## src/hdl/kab_pkg.sv

```systemverilog
package kab_pkg;

    // axis count and index width
    localparam int AXIS_COUNT = 2;
    localparam int AXIS_IW = (AXIS_COUNT > 1) ? $clog2(AXIS_COUNT) : 1;

    // configuration register indexes
    localparam logic [1:0] CFG_NOISE_ANGLE = 2'd0;
    localparam logic [1:0] CFG_NOISE_BIAS  = 2'd1;
    localparam logic [1:0] CFG_NOISE_MEAS  = 2'd2;

    // configuration reset values (Q0.24)
    localparam logic [23:0] RST_NOISE_ANGLE = 24'd16777;
    localparam logic [23:0] RST_NOISE_BIAS  = 24'd50332;
    localparam logic [23:0] RST_NOISE_MEAS  = 24'd503316;

    // input commands
    localparam logic CMD_UPDATE    = 1'b0;
    localparam logic CMD_SET_ANGLE = 1'b1;

    // saturation bounds
    localparam logic signed [47:0] SAT_MAX = 48'sd2147483647;
    localparam logic signed [47:0] SAT_MIN = -48'sd2147483648;

    typedef struct packed {
        logic               command;
        logic               axis_select;
        logic signed [31:0] measured_angle;
        logic signed [31:0] gyro_rate;
        logic [23:0]        time_step;
    } t_in_item;

    typedef struct packed {
        logic               result_axis;
        logic signed [31:0] filtered_angle;
        logic signed [31:0] unbiased_rate;
    } t_out_item;

    typedef enum logic [4:0] {
        ST_IDLE,
        ST_RATE,
        ST_MUL_DT_RATE,
        ST_MUL_DT_P11,
        ST_PROJ_T,
        ST_MUL_DT_T,
        ST_MUL_QB_DT,
        ST_INNOV_VAR,
        ST_DIV0_GO,
        ST_DIV0_WAIT,
        ST_DIV1_GO,
        ST_DIV1_WAIT,
        ST_INNOV,
        ST_MUL_K0_Y,
        ST_MUL_K1_Y,
        ST_MUL_K0_P00,
        ST_MUL_K0_P01,
        ST_MUL_K1_P00,
        ST_MUL_K1_P01,
        ST_WRITEBACK
    } t_state;

    // saturate to signed 32 bits
    function automatic logic signed [31:0] sat32(input logic signed [47:0] v);
        logic signed [31:0] r;
        if (v > SAT_MAX) begin
            r = 32'sh7fffffff;
        end else if (v < SAT_MIN) begin
            r = 32'sh80000000;
        end else begin
            r = v[31:0];
        end
        return r;
    endfunction

    // shift right by 24, round to nearest, ties away from zero
    function automatic logic signed [44:0] rnd24(input logic signed [67:0] v);
        logic [67:0] mag;
        logic [67:0] r;
        logic signed [44:0] res;
        mag = v[67] ? 68'(-v) : 68'(v);
        r   = (mag + 68'd8388608) >> 24;
        res = v[67] ? -$signed(r[44:0]) : $signed(r[44:0]);
        return res;
    endfunction

endpackage

```

## src/hdl/kab_div.sv

```systemverilog
// gain divider: sat32((num * 2^24) / den), den > 0, two quotient bits per cycle
module kab_div
    import kab_pkg::*;
(
    input  logic               i_clk,
    input  logic               i_rst_n,
    input  logic               i_start,
    input  logic signed [31:0] i_num,
    input  logic [31:0]        i_den,
    output logic               o_done,
    output logic signed [31:0] o_quot
);

    logic        r_busy;
    logic        r_fin;
    logic [3:0]  r_cnt;
    logic [32:0] r_rem;
    logic [31:0] r_lo;
    logic [31:0] r_q;
    logic [31:0] r_den;
    logic        r_neg;
    logic        r_sat;

    logic [31:0] w_mag;
    logic [32:0] w_rem1;
    logic [32:0] w_rem2;
    logic [32:0] w_sh1;
    logic [32:0] w_sh2;
    logic        w_q1;
    logic        w_q2;

    // magnitude of the dividend
    assign w_mag = i_num[31] ? 32'(-i_num) : 32'(i_num);

    // two restoring steps
    always_comb begin
        w_sh1 = {r_rem[31:0], r_lo[31]};
        w_q1  = (w_sh1 >= {1'b0, r_den});
        w_rem1 = w_q1 ? (w_sh1 - {1'b0, r_den}) : w_sh1;
        w_sh2 = {w_rem1[31:0], r_lo[30]};
        w_q2  = (w_sh2 >= {1'b0, r_den});
        w_rem2 = w_q2 ? (w_sh2 - {1'b0, r_den}) : w_sh2;
    end

    // iteration registers
    always_ff @(posedge i_clk) begin
        if (!i_rst_n) begin
            r_busy <= 1'b0;
            r_fin  <= 1'b0;
            r_cnt  <= '0;
        end else begin
            r_fin <= 1'b0;
            if (i_start) begin
                r_busy <= 1'b1;
                r_cnt  <= '0;
                r_rem  <= {9'b0, w_mag[31:8]};
                r_lo   <= {w_mag[7:0], 24'b0};
                r_q    <= '0;
                r_den  <= i_den;
                r_neg  <= i_num[31];
                r_sat  <= ({8'b0, w_mag[31:8]} >= i_den);
            end else if (r_busy) begin
                r_rem <= w_rem2;
                r_lo  <= {r_lo[29:0], 2'b0};
                r_q   <= {r_q[29:0], w_q1, w_q2};
                r_cnt <= r_cnt + 4'd1;
                if (r_cnt == 4'd15) begin
                    r_busy <= 1'b0;
                    r_fin  <= 1'b1;
                end
            end
        end
    end

    // sign and saturation of the quotient
    always_comb begin
        if (r_sat) begin
            o_quot = r_neg ? 32'sh80000000 : 32'sh7fffffff;
        end else if (r_neg) begin
            o_quot = (r_q > 32'h80000000) ? 32'sh80000000 : $signed(-r_q);
        end else begin
            o_quot = r_q[31] ? 32'sh7fffffff : $signed(r_q);
        end
    end

    assign o_done = r_fin;

endmodule

```

## config.mk

```make
export PLATFORM = sky130hd
export DESIGN_NAME = kab_div
export DESIGN_NICKNAME = d
export VERILOG_FILES = /design/src/hdl/kab_pkg.sv /design/src/hdl/kab_div.sv
export SDC_FILE = /design/constraint.sdc
export NUM_CORES = 1
export LEC_CHECK = 0
export BUFFER_PORTS_ARGS = -buffer_cell sky130_fd_sc_hd__buf_2
export CAP_MARGIN = 20
export CORE_UTILIZATION = 55
export CTS_BUF_LIST = sky130_fd_sc_hd__clkbuf_4 sky130_fd_sc_hd__clkbuf_8
export DETAILED_ROUTE_END_ITERATION = 8
export PLACE_DENSITY = 0.75
export SKIP_LAST_GASP = 1
export SLEW_MARGIN = 20
export SYNTH_ARGS = -nofsm -noshare
export SYNTH_HDL_FRONTEND = slang
export SYNTH_SLANG_ARGS = --single-unit
```

## constraint.sdc

```tcl
create_clock -name i_clk -period 12.3 [get_ports i_clk]
set_clock_uncertainty 0.2 [all_clocks]
set_input_delay 0.615 -clock i_clk [delete_from_list [all_inputs] [get_ports i_clk]]
set_output_delay 0.615 -clock i_clk [all_outputs]
set_load 0.1 [all_outputs]
```

==> metrics.md <==
| Metric | Value |
|---|---|
| Status | complete, no violations |
| Setup CP Type | reg -> reg |
| Final Max Tran Viols | 0 |
| Die Area | 19,600 um^2 |
| Crit path cell chain | ha_1 > a21o_1 > a2bb2oi_1 > a21boi_0 > nor3_1 > a21oi_2 > o31ai_2 > nand3_2 > buf_4 > mux2_2 > ha_1 > a21o_1 > a31o_2 > a32oi_1 > inv_1 > a31o_2 > a21oi_1 > nor2_1 > a2111o_1 > buf_4 > mux2_1 > mux2_2 |
| DRC violations left | 0 |
| Leakage power | 4.64 nW |
| Hold slack | 182 ps |
| Syn Area/Cell | between 8 and 9 um^2 |
| Max incr delay on CP | 430 ps |
| Starting Density | a little under three fifths |
| Site Rows | 50 |
| Layout cells sized above 1 | 14.0% |
| Detailed Route WL | ~28 mm |
| Fill cells | 1,663 |
| Avg Vias per Cell | between 6 and 7 |
| Diode count | 0 |
| Drt wl/cell | approximately 18 um |
| Die Span Y | 140 um |
| Max-Slew Margin vs Limit | 45.6% |
| Pin count of the biggest net entering global routing | 74 |
| Synth warnings | 0 |
| Asr flop ratio synth | 0% |
| Worst skew pair latency | between 400 and 500 ps |
| Via count | approximately 9,600 |
| Fin crit period | roughly 7000 ps |
| RSZ-0062 raised after global routing | false |
| IO Pins | 100 |
| Cts bufs inserted | 9 |
| TNS Setup | 0 ps |
| Gr usage total | between 20 and 30% |
| HPWL after detailed placement | 21.4 mm |
| WP data required | between 10,000 and 15,000 ps |
| Final period util | about 57% |
| CP max-delay cell | edfxtp_1 |
| Final setup fails | 0 |
| Syn Nets | 1,393 |
| Yosys reg bits | 112 |
| Initial DRC Count | around 700 |
| CP endpoint kind | flop |
| Pre-CTS setup slack | between 5000 and 6000 ps |
| Peak Freq | ~140 MHz |
| Final hold violation count | 0 |
| Worst vdd ir | between 0.15 and 0.2 mV |
| CTS tree | done |
| Via count of the first global-routing pass | 9,137 |
| Maximum clock path buffer count | 2 |
| Setup ws final | between 5000 and 6000 ps |
| Final Power | 3.26 mW |
| Cell variety after synth | between 80 and 90 |
| Post-CTS sizing | 0 |
| Routed Antenna Nets | 0 |
| Worst slew pin tran | around 800 ps |
| # nets final | around 1,500 |
| Clock-pin transition on the worst setup and hold timing paths | roughly 120 ps |
| Die X | approximately 140 um |
| Total grt overflow | 0 |
| First-pass GRT wire length | around 45 mm |
| Area Overhead vs Synth | 8.33% |
| Setup Buffers After CTS | 0 |
| Hold buffer count at CTS | 0 |
| H-Tree Level Count | 3 |
| Post-synthesis sequential area ratio | roughly a third |
| Hold/Removal Path Class | in -> reg |
| Multi-input gate area | about 6700 um^2 |
| Max Fanout on Critical Path | 23 |
| Power density over the cells | 287 nW/um^2 |
| Port Buf Inserts | 99 |
| WP buf/inv | 3 |
| CP Data Arrival Time | about 7000 ps |
| Max Cap Violations | 0 |
| Core area | around 19,000 um^2 |
| Setup crit start kind | flop |
| Post-synth EDFFs | 106 |
| Gpl congestion | around 0.95 |
| Seq. cell area | 3300 um^2 |
| Crit path max-delay family | compound AO/OA/AOI/OAI gates |
| Root buffer cell | clkbuf_8 |
| Mapped Cells | between 1,000 and 1,500 |
| Sink Count | 112 |
| Post-Syn Area | ~10,000 um^2 |
| Top FF cell, synth | edfxtp_1 |
| Pre-antenna DRT Iters | 5 |
| Initial antenna violation count | 0 |
## final timing paths
check | from | depth (start not counted) | slack [ps] | endpoint
setup / recovery | r_rem[11] | 22 | 5280 | r_rem[21]
hold / removal | i_den[9] | 1 | 180 | r_den[9]
setup reg to reg | r_rem[11] | 22 | 5280 | r_rem[21]
hold reg to reg | r_cnt[3] | 2 | 310 | o_done
## layout make-up
cell class,count,share of cell area (%)
Clock inverter,5,0.452
Timing Repair Buffer,109,5.14
Inverter,86,2.85
Clock buffer,11,1.22
Tap cell,234,2.58
Sequential cell,112,29.1
Multi-Input combinational cell,990,58.6
## per-layer routing
metal	part of all wire (%)	GRT usage [%]	vias to the layer above	wire length [um]
li1	-	-	4658	-
met1	43	37.1	4496	12200
met2	47	47.9	399	13300
met5	0	0	-	0
met4	3.9	13.9	0	1120
met3	6.1	4.58	81	1740
## layout by cell type (no fill, tap or decap), types with 29 or more instances in the layout
| cell type | instances |
|---|---|
| nor2_1 | 122 |
| xnor2_1 | 56 |
| nand2_1 | 124 |
| ha_1 | 91 |
| nor3_1 | 31 |
| inv_1 | 85 |
| mux2_2 | 29 |
| nor2b_1 | 32 |
| buf_2 | 99 |
| a21oi_1 | 129 |
| edfxtp_1 | 106 |
| xor2_1 | 30 |
| o21ai_0 | 56 |
## flip-flops by register name (all words and copies together) (netlist names)
register,cells
r_sat,1
r_rem,32
r_q,32
r_neg,1
r_busy,1
o_done,1
r_lo,8
r_cnt,4
r_den,32
## worst reg2reg max path, stage by stage, from the launching register on
cell,delay (ps)
edfxtp_1,430
ha_1,410
a21o_1,240
a2bb2oi_1,260
a21boi_0,210
nor3_1,220
a21oi_2,140
o31ai_2,260
nand3_2,410
buf_4,430
mux2_2,330
ha_1,370
a21o_1,230
a31o_2,250
a32oi_1,350
inv_1,80
a31o_2,230
a21oi_1,270
nor2_1,130
a2111o_1,430
buf_4,280
mux2_1,350
mux2_2,260
## Yosys cell counts (9+ instances only)
library cell  number  area, um^2
a21o_1            28         210
a21oi_1          129         646
a31oi_1           23         144
clkbuf_1          37         139
edfxtp_1         106        3180
ha_1              91        1140
inv_1             85         319
mux2_2            29         327
nand2_1          124         465
nand2b_1          10        62.6
nand3_1           28         140
nand4_1           12        75.1
nor2_1           122         458
nor2b_1           32         200
nor3_1            31         155
nor4_1            12        75.1
o21a_1            14         105
o21ai_0           56         280
o21bai_1          13        97.6
o22ai_1            9        56.3
or3_1             11        68.8
xnor2_1           56         490
xor2_1            30         263
## stage by stage
step	utilization (%)	cells	cell area (um^2)
2_1_floorplan	-	1233	10500
3_3_place_gp	59.5	1530	11100
3_5_place_dp	59.5	1530	11100
4_1_cts	60.5	1546	11300
5_1_grt	60.6	1547	11300
6_report	60.6	1547	11300
## cells by family (layout without fill, tap and decap cells)
logic type               after synthesis  count (layout)  synth area share (%)
AO/OA/AOI/OAI                        353             353                  21.9
XOR/XNOR                              86              86                  7.19
adder cells (fa/ha/maj)               93              93                  11.3
buffers and inverters                131             211                  5.01
flip-flops                           112             112                  31.5
multiplexers                          36              36                  3.80
AND/OR/NAND/NOR                      422             422                  19.3
## where the power goes
part	leakage, nW	internal, mW	switching, mW
logic	3.48	0.993	1.46
registers	1.06	0.537	0.0454
clock network	0.0981	0.0825	0.142
total	4.64	1.61	1.65
Note: power is estimated with default switching activity, not from simulation.
